===== config.mk =====
export PLATFORM = sky130hd
export DESIGN_NAME = ssr_sequencer
export DESIGN_NICKNAME = d
export VERILOG_FILES = /design/src/hdl/ssr_pkg.sv /design/src/hdl/ssr_sequencer.sv
export SDC_FILE = /design/constraint.sdc
export NUM_CORES = 1
export LEC_CHECK = 0
export ABC_AREA = 1
export BUFFER_PORTS_ARGS = -buffer_cell sky130_fd_sc_hd__clkbuf_2
export CAP_MARGIN = 20
export CELL_PAD_IN_SITES_DETAIL_PLACEMENT = 1
export CELL_PAD_IN_SITES_GLOBAL_PLACEMENT = 2
export CORE_AREA = 5 5 75 77
export DETAILED_ROUTE_END_ITERATION = 10
export DIE_AREA = 0 0 80 82
export HOLD_SLACK_MARGIN = 0.03
export PLACE_DENSITY_LB_ADDON = 0.05
export SETUP_SLACK_MARGIN = 0.02
export SKIP_LAST_GASP = 1
export SLEW_MARGIN = 20
export SYNTH_ARGS = -nofsm -noshare
export SYNTH_HDL_FRONTEND = slang
export SYNTH_SLANG_ARGS = --single-unit

===== constraint.sdc =====
create_clock -name clk -period 5.8 [get_ports clk]
set_input_delay 0.58 -clock clk [delete_from_list [all_inputs] [get_ports clk]]
set_output_delay 0.58 -clock clk [all_outputs]
set_load 0.01 [all_outputs]

===== src/hdl/ssr_pkg.sv =====
// Shared types, constants and the control-store program for the shape span rasterizer.
// No dependencies; the design files refer to it by scoped names, the bench files import it.
package ssr_pkg;

  localparam int DEF_MAX_WIDTH  = 64;
  localparam int DEF_MAX_HEIGHT = 64;

  localparam int COORD_W  = 11;   // signed row/column math, covers -1024..1023
  localparam int DIM_W    = 9;    // active canvas size, holds up to 511
  localparam int SIZE_W   = 7;    // span width / height / half width
  localparam int CNT_W    = 13;   // pixels_drawn
  localparam int CANVAS_W = 7;
  localparam int PC_W     = 6;

  localparam logic [7:0]          BLANK_PIXEL  = 8'd46;
  localparam logic [CANVAS_W-1:0] CANVAS_RESET = 7'd64;

  // register select (paddr bit 2)
  localparam logic REG_WIDTH  = 1'b0;
  localparam logic REG_HEIGHT = 1'b1;

  typedef enum logic [2:0] {
    MODE_CLEAR   = 3'd0,
    MODE_RECT    = 3'd1,
    MODE_UP_TRI  = 3'd2,
    MODE_DN_TRI  = 3'd3,
    MODE_DIAMOND = 3'd4,
    MODE_READ    = 3'd5
  } mode_t;

  typedef enum logic [2:0] {
    SEQ_NEXT,      // pc + 1
    SEQ_JUMP,      // target
    SEQ_BRANCH,    // cond ? target : pc + 1
    SEQ_WAIT,      // cond ? pc : target
    SEQ_DISPATCH   // word accepted ? entry(mode) : pc
  } seq_t;

  typedef enum logic [2:0] {
    C_ROWS_ZERO,
    C_SPAN_EMPTY,
    C_COL_MORE,
    C_CLR_MORE,
    C_OUT_BUSY,
    C_W_ZERO
  } cond_t;

  typedef struct packed {
    seq_t            seq;
    cond_t           cond;
    logic [PC_W-1:0] target;
    logic            rdy;        // take a command word
    logic            row_setup;  // clip the span of the current row
    logic            span_rect;  // span is x..x+w-1, else x-hw..x+hw
    logic            pix;        // write one pixel, advance column
    logic            row_step;   // next row
    logic            cy_down;    // row moves up the screen
    logic            hw_down;    // half width shrinks
    logic            clr;        // write one blank pixel of the sweep
    logic            dm_init1;   // diamond widening phase
    logic            dm_init2;   // diamond narrowing phase
    logic            emit;       // load result register
  } ctrl_word_t;

  typedef struct packed {
    logic       accept;
    logic [2:0] mode;
    logic       rows_zero;
    logic       span_empty;
    logic       col_more;
    logic       clr_more;
    logic       out_busy;
    logic       w_zero;
  } flags_t;

  // control store addresses
  localparam logic [PC_W-1:0] PC_IDLE      = 6'd0;
  localparam logic [PC_W-1:0] PC_RST_CLR   = 6'd1;
  localparam logic [PC_W-1:0] PC_RST_DONE  = 6'd2;
  localparam logic [PC_W-1:0] PC_CLR       = 6'd3;
  localparam logic [PC_W-1:0] PC_CLR_DONE  = 6'd4;
  localparam logic [PC_W-1:0] PC_RECT      = 6'd5;
  localparam logic [PC_W-1:0] PC_RE_ROW    = 6'd6;
  localparam logic [PC_W-1:0] PC_RE_SET    = 6'd7;
  localparam logic [PC_W-1:0] PC_RE_CHK    = 6'd8;
  localparam logic [PC_W-1:0] PC_RE_PIX    = 6'd9;
  localparam logic [PC_W-1:0] PC_RE_STEP   = 6'd10;
  localparam logic [PC_W-1:0] PC_UP_ROW    = 6'd11;
  localparam logic [PC_W-1:0] PC_UP_SET    = 6'd12;
  localparam logic [PC_W-1:0] PC_UP_CHK    = 6'd13;
  localparam logic [PC_W-1:0] PC_UP_PIX    = 6'd14;
  localparam logic [PC_W-1:0] PC_UP_STEP   = 6'd15;
  localparam logic [PC_W-1:0] PC_DN_ROW    = 6'd16;
  localparam logic [PC_W-1:0] PC_DN_SET    = 6'd17;
  localparam logic [PC_W-1:0] PC_DN_CHK    = 6'd18;
  localparam logic [PC_W-1:0] PC_DN_PIX    = 6'd19;
  localparam logic [PC_W-1:0] PC_DN_STEP   = 6'd20;
  localparam logic [PC_W-1:0] PC_DIA       = 6'd21;
  localparam logic [PC_W-1:0] PC_DA_ROW    = 6'd22;
  localparam logic [PC_W-1:0] PC_DA_SET    = 6'd23;
  localparam logic [PC_W-1:0] PC_DA_CHK    = 6'd24;
  localparam logic [PC_W-1:0] PC_DA_PIX    = 6'd25;
  localparam logic [PC_W-1:0] PC_DA_STEP   = 6'd26;
  localparam logic [PC_W-1:0] PC_DIA2      = 6'd27;
  localparam logic [PC_W-1:0] PC_DB_ROW    = 6'd28;
  localparam logic [PC_W-1:0] PC_DB_SET    = 6'd29;
  localparam logic [PC_W-1:0] PC_DB_CHK    = 6'd30;
  localparam logic [PC_W-1:0] PC_DB_PIX    = 6'd31;
  localparam logic [PC_W-1:0] PC_DB_STEP   = 6'd32;
  localparam logic [PC_W-1:0] PC_READ      = 6'd33;
  localparam logic [PC_W-1:0] PC_EMIT      = 6'd34;

  function automatic logic [PC_W-1:0] entry_pc(input logic [2:0] mode);
    logic [PC_W-1:0] pc;
    case (mode)
      MODE_CLEAR:   pc = PC_CLR;
      MODE_RECT:    pc = PC_RECT;
      MODE_UP_TRI:  pc = PC_UP_ROW;
      MODE_DN_TRI:  pc = PC_DN_ROW;
      MODE_DIAMOND: pc = PC_DIA;
      MODE_READ:    pc = PC_READ;
      default:      pc = PC_EMIT;
    endcase
    return pc;
  endfunction

  // Control store. Each span loop: test rows left, clip, skip empty span,
  // one pixel per step, then advance the row.
  function automatic ctrl_word_t ucode(input logic [PC_W-1:0] pc);
    ctrl_word_t w;
    w = '0;
    case (pc)
      PC_IDLE: begin
        w.rdy = 1'b1; w.seq = SEQ_DISPATCH;
      end
      PC_RST_CLR: begin
        w.clr = 1'b1; w.seq = SEQ_BRANCH; w.cond = C_CLR_MORE; w.target = PC_RST_CLR;
      end
      PC_RST_DONE: begin
        w.seq = SEQ_JUMP; w.target = PC_IDLE;
      end
      PC_CLR: begin
        w.clr = 1'b1; w.seq = SEQ_BRANCH; w.cond = C_CLR_MORE; w.target = PC_CLR;
      end
      PC_CLR_DONE: begin
        w.seq = SEQ_JUMP; w.target = PC_EMIT;
      end
      // rectangle
      PC_RECT: begin
        w.seq = SEQ_BRANCH; w.cond = C_W_ZERO; w.target = PC_EMIT;
      end
      PC_RE_ROW: begin
        w.seq = SEQ_BRANCH; w.cond = C_ROWS_ZERO; w.target = PC_EMIT;
      end
      PC_RE_SET: begin
        w.row_setup = 1'b1; w.span_rect = 1'b1;
      end
      PC_RE_CHK: begin
        w.seq = SEQ_BRANCH; w.cond = C_SPAN_EMPTY; w.target = PC_RE_STEP;
      end
      PC_RE_PIX: begin
        w.pix = 1'b1; w.seq = SEQ_BRANCH; w.cond = C_COL_MORE; w.target = PC_RE_PIX;
      end
      PC_RE_STEP: begin
        w.row_step = 1'b1; w.seq = SEQ_JUMP; w.target = PC_RE_ROW;
      end
      // up triangle
      PC_UP_ROW: begin
        w.seq = SEQ_BRANCH; w.cond = C_ROWS_ZERO; w.target = PC_EMIT;
      end
      PC_UP_SET: begin
        w.row_setup = 1'b1;
      end
      PC_UP_CHK: begin
        w.seq = SEQ_BRANCH; w.cond = C_SPAN_EMPTY; w.target = PC_UP_STEP;
      end
      PC_UP_PIX: begin
        w.pix = 1'b1; w.seq = SEQ_BRANCH; w.cond = C_COL_MORE; w.target = PC_UP_PIX;
      end
      PC_UP_STEP: begin
        w.row_step = 1'b1; w.seq = SEQ_JUMP; w.target = PC_UP_ROW;
      end
      // down triangle
      PC_DN_ROW: begin
        w.seq = SEQ_BRANCH; w.cond = C_ROWS_ZERO; w.target = PC_EMIT;
      end
      PC_DN_SET: begin
        w.row_setup = 1'b1;
      end
      PC_DN_CHK: begin
        w.seq = SEQ_BRANCH; w.cond = C_SPAN_EMPTY; w.target = PC_DN_STEP;
      end
      PC_DN_PIX: begin
        w.pix = 1'b1; w.seq = SEQ_BRANCH; w.cond = C_COL_MORE; w.target = PC_DN_PIX;
      end
      PC_DN_STEP: begin
        w.row_step = 1'b1; w.cy_down = 1'b1; w.seq = SEQ_JUMP; w.target = PC_DN_ROW;
      end
      // diamond, widening half
      PC_DIA: begin
        w.dm_init1 = 1'b1;
      end
      PC_DA_ROW: begin
        w.seq = SEQ_BRANCH; w.cond = C_ROWS_ZERO; w.target = PC_DIA2;
      end
      PC_DA_SET: begin
        w.row_setup = 1'b1;
      end
      PC_DA_CHK: begin
        w.seq = SEQ_BRANCH; w.cond = C_SPAN_EMPTY; w.target = PC_DA_STEP;
      end
      PC_DA_PIX: begin
        w.pix = 1'b1; w.seq = SEQ_BRANCH; w.cond = C_COL_MORE; w.target = PC_DA_PIX;
      end
      PC_DA_STEP: begin
        w.row_step = 1'b1; w.seq = SEQ_JUMP; w.target = PC_DA_ROW;
      end
      // diamond, narrowing half
      PC_DIA2: begin
        w.dm_init2 = 1'b1;
      end
      PC_DB_ROW: begin
        w.seq = SEQ_BRANCH; w.cond = C_ROWS_ZERO; w.target = PC_EMIT;
      end
      PC_DB_SET: begin
        w.row_setup = 1'b1;
      end
      PC_DB_CHK: begin
        w.seq = SEQ_BRANCH; w.cond = C_SPAN_EMPTY; w.target = PC_DB_STEP;
      end
      PC_DB_PIX: begin
        w.pix = 1'b1; w.seq = SEQ_BRANCH; w.cond = C_COL_MORE; w.target = PC_DB_PIX;
      end
      PC_DB_STEP: begin
        w.row_step = 1'b1; w.hw_down = 1'b1; w.seq = SEQ_JUMP; w.target = PC_DB_ROW;
      end
      // read: one step for the registered memory read
      PC_READ: begin
        w.seq = SEQ_NEXT;
      end
      PC_EMIT: begin
        w.emit = 1'b1; w.seq = SEQ_WAIT; w.cond = C_OUT_BUSY; w.target = PC_IDLE;
      end
      default: begin
        w.seq = SEQ_JUMP; w.target = PC_IDLE;
      end
    endcase
    return w;
  endfunction

endpackage


===== src/hdl/ssr_sequencer.sv =====
// Step counter and control store of the rasterizer; issues one control word per cycle.
// Depends on ssr_pkg (control word, flags, program).
module ssr_sequencer (
  input  logic                clk,
  input  logic                rst,
  input  ssr_pkg::flags_t     flags,
  output ssr_pkg::ctrl_word_t cw
);

  logic [ssr_pkg::PC_W-1:0] pc;
  logic [ssr_pkg::PC_W-1:0] pc_next;
  logic                     cond_hit;

  assign cw = ssr_pkg::ucode(pc);

  always_comb begin
    case (cw.cond)
      ssr_pkg::C_ROWS_ZERO:  cond_hit = flags.rows_zero;
      ssr_pkg::C_SPAN_EMPTY: cond_hit = flags.span_empty;
      ssr_pkg::C_COL_MORE:   cond_hit = flags.col_more;
      ssr_pkg::C_CLR_MORE:   cond_hit = flags.clr_more;
      ssr_pkg::C_OUT_BUSY:   cond_hit = flags.out_busy;
      ssr_pkg::C_W_ZERO:     cond_hit = flags.w_zero;
      default:               cond_hit = 1'b0;
    endcase
  end

  always_comb begin
    case (cw.seq)
      ssr_pkg::SEQ_NEXT:     pc_next = pc + 1'b1;
      ssr_pkg::SEQ_JUMP:     pc_next = cw.target;
      ssr_pkg::SEQ_BRANCH:   pc_next = cond_hit ? cw.target : pc + 1'b1;
      ssr_pkg::SEQ_WAIT:     pc_next = cond_hit ? pc : cw.target;
      ssr_pkg::SEQ_DISPATCH: pc_next = flags.accept ? ssr_pkg::entry_pc(flags.mode) : pc;
      default:               pc_next = ssr_pkg::PC_IDLE;
    endcase
  end

  // reset starts the blanking sweep of the frame store
  always_ff @(posedge clk) begin
    if (rst) begin
      pc <= ssr_pkg::PC_RST_CLR;
    end else begin
      pc <= pc_next;
    end
  end

endmodule


* Word level (Yosys, flattened, before mapping)
Index checks and enable logic that the tools add are counted.
** Operators by class
- Add/sub/neg operators :: 1
- Multiply operators :: 0
- Divide/modulo/power cells :: 0
- Order comparisons :: 0
- Equal/unequal tests :: 49
- Shift-type cells :: 0
- Mux-type cells :: 20
- Bitwise logic cells :: 0
- Reduce and logical (&&, ||, !) cells :: 13
** Operators with widths (count)
- $pmux W6 S19 :: 1
- $eq A6 B5 Y1 const B :: 16
- $eq A6 B4 Y1 const B :: 8
- $pmux W6 S6 :: 1
- $pmux W6 S5 :: 1
- $eq A6 B3 Y1 const B :: 4
- $reduce_or A5 Y1 :: 4
- $eq A3 B2 Y1 const B :: 6
- $eq A6 B6 Y1 const B :: 3
- $mux W6 :: 3
- $reduce_or A18 Y1 :: 1
- $eq A3 B3 Y1 const B :: 5
- $pmux W3 S5 :: 1
- $pmux W3 S4 :: 1
- $mux W1 :: 11
- $eq A3 B1 Y1 const B :: 3
- $logic_not A3 Y1 :: 3
- $reduce_or A8 Y1 :: 1
- $add A6 B1 Y6 const B :: 1
- $eq A6 B1 Y1 const B :: 1
- $eq A6 B2 Y1 const B :: 1
- $logic_not A6 Y1 :: 1
- $pmux W1 S6 :: 1
- $reduce_or A6 Y1 :: 1
- other kinds (3) :: 4
** Word-level totals
- Register bits after elaboration :: 6
- Latch bits :: 0
- Memory bits (writable) :: 0
- Bits in read-only memories :: 0
- Input port bits :: 12
- Output and inout port bits :: 23
- Word-level logic and storage cells :: 84
- Memories kept :: 0

* Depth between registers and ports, before layout
- Word-level depth :: 7
- Gate-level depth with buffers :: 21
- Mapped depth without buffers :: 20

* Worst setup path after synthesis
Ideal clock, no wire load.
- Path type :: flip-flop to output port
- From :: register pc[0] in the netlist's numbering
- To :: output cw[20] in the netlist's numbering
- Arrival :: 1795 ps
- Data required time :: 5220 ps
- Path slack :: 3425 ps
- Cell stages (with the launch flop) :: 11
- Buffers on the path :: 1
- Cell sequence :: dfxtp_1 > inv_1 > ha_1 > clkbuf_1 > nand4_2 > nand2_1 > nor3_2 > nand4_4 > nand2_1 > nand2_1 > inv_1
** RTL lines
- start, declared :: line ssr_sequencer.sv:10 : logic [ssr_pkg::PC_W-1:0] pc;
- start signal, assigned :: line ssr_sequencer.sv:42 : pc <= ssr_pkg::PC_RST_CLR;
- start signal, assigned :: line ssr_sequencer.sv:44 : pc <= pc_next;
- end, declared :: line ssr_sequencer.sv:7 : output ssr_pkg::ctrl_word_t cw

==> results.cfg <==
[synth]
yosys_warnings = 0
synth_edf_count = 0
synthDistinctLibCells = 33
yosys-top-cells-area = nand2_1 (16%), nand3_1 (13%), nor2_1 (11%), dfxtp_1 (9.1%), inv_1 (7.4%)
synthCells = 239
yosysTopAreaCell = nand2_1
yosysTopAreaCellShare = 0.156
synth_ff_type = dfxtp_1
synthArstFlopShare = 0
ys_seq_area_frac = 0.0910
syn_avg_cell_area_sq_um = 5.52
synthMostInstantiatedCell = nand2_1
synth_area_sq_mm = 0.00132
synth_nets = 256
ys_ff_latch = 6
synth_common_cells = nand2_1 (55), nor2_1 (38), nand3_1 (34)

[layout]
fin_cells = 343
reg_top3 = pc x6
fillCellCount = 704
area_growth_pct = 21.2
design_area_sq_mm = 0.00160
utilization = 0.324
top_register = pc
drive_above_1_share = 0.282
fin_nets = 292
largest_register_ffs = 6
diodes = 0

[route]
wl_per_cell_um = 14.3
vias = 1561
ant_nets = 0
viasPerCell = 4.55
first_pass_iters = 4
drt_iter0_markers = 105
totalWireLength_um = 4900
drc = 0

[pwr]
pwr-share-comb = 0.816
p_sw_frac = 0.594
sequentialPowerShare = 0.095
leakage_nw = 0.890
power.total_uw = 715
vdd_drop_max_mv = 0.152
net-switching-power_uw = 425
pwr_density_cell_mw_per_mm2 = 447
clock_power_share = 0.088
internal_power_uw = 291

[setup_path]
path_max_fanout = 8
required_ns = 5.22
max_stage_delay_ns = 0.40
critical_path.cell_chain = inv_1, ha_1, nand4_2, nand2_1, nor3_2, nand4_4, nand2_1, nand2_1, inv_1, clkbuf_2
start_kind = flop
crit_top_cell = nand2_1
end_kind = output pin
cp.arrival_ns = 2.23
criticalPathCategory = reg -> out
critPathSlowestCell = dfxtp_1

[clocking]
cts_max_level = 1
clockBufferDepth = 2
cts-root-buf = clkbuf_8
clk_latency_ns = 0.23
cts_setup_buffers = 0
cts_tree = done
cts_sinks = 6
cts_made_buffers = 3
ctsHoldBuffers = 0
path_clk_slew_ns = 0.04
cts-resized-gates = 0

[floorplan]
dieWidth_um = 80
die_y_um = 82
core_area_sq_mm = 0.00494
num_rows = 26
die-area_sq_mm = 0.00656
ioPinCount = 35
initial_core_util = 0.267

[place]
placed_cells = 340
port_buffers = 34
dp_hpwl_um = 4260
placed_cell_area_sq_mm = 0.00156
dp_slack_ns = 3.19
gp_congestion = 0.790

[flow_run]
max_cap_violations = 0

[sta]
rsz0062_at_grt = no
hold_viol = 0
timing.final.crit_share = 0.485
holdWs_ns = 0.572
finalSetupViolCount = 0
max_slew.worst_pin.slew_ns = 0.373
min_period_ns = 2.81
fmax_mhz = 355
fin_setup_tns_ns = 0
slew_headroom = 0.751
clock_skew_ns = 0.00234
drv_slew = 0
setup_slack_ns = 2.99

[run_status]
status = completed

[global_routing]
grt_max_degree = 12
grt_usage = 0.159
global_route.overflow_total = 0
grt_pass1_wl_um = 8220
grt_antenna_before_repair = 0
grt_pass1_vias = 1655

[hold_path]
hold_class = reg -> reg
==> layout make-up <==
cell class / count / area (sq um) / area share
sequential: 6 / 120 / 0.0751
tap: 70 / 87.6 / 0.0547
inverter: 34 / 128 / 0.0797
multi-input combinational: 196 / 1050 / 0.658
clock buffer: 3 / 41.3 / 0.0258
timing repair buffer: 34 / 170 / 0.106
==> worst paths after layout <==
check	start	to	slack, ns	cells past startpoint
worst max-delay path	pc[0]	cw[20]	2.99	10
worst min-delay path	pc[1]	pc[1]	0.57	2
worst max register to register	pc[0]	pc[0]	3.36	14
worst min register to register	pc[1]	pc[1]	0.57	2
==> power groups by stage <==
stage               logic [mW]  clock network [mW]  registers [mW]
floorplan                0.422                   0          0.0650
global placement         0.599                   0          0.0687
detailed placement       0.597                   0          0.0692
CTS                      0.600              0.0658          0.0684
global route             0.664              0.0676          0.0709
finish                   0.584              0.0631          0.0682
==> per-layer routing <==
layer | track usage | part of all wire | vias up
met5 | 0 | 0 | -
met4 | 0.0524 | 0.022 | 0
met3 | 0.00987 | 0.027 | 9
met2 | 0.286 | 0.49 | 35
met1 | 0.202 | 0.46 | 690
li1 | - | - | 827
==> worst max-delay path, delay by kind of cell, from the launching register on <==
kind / cells / cell delay [ns]
flops: 1 / 0.40
fa+ha+maj: 1 / 0.33
simple gates: 6 / 0.96
buf+inv: 3 / 0.32
==> cell families after synthesis <==
group,share of synthesized area
xor gates and xnor gates,0.0265
AOI/OAI and AO/OA,0.0711
and+or+nand+nor,0.653
adders and majority gates,0.0474
DFF,0.0910
buffers and inverters,0.111
==> layout by cell type, fill, tap and decap left out, drive strengths merged <==
master	Yosys	final
o211ai	1	1
dfxtp	6	6
nand2	65	65
clkbuf	2	37
nor2	56	56
o22ai	1	1
a31oi	2	2
inv	33	33
ha	5	5
and2	2	2
or2	1	1
nand3b	3	3
nand4	5	5
nand3	34	34
o21ai	8	8
nor3	5	5
clkinv	1	1
xor2	4	4
a21oi	4	4
Power figures use the tool's default switching activity.
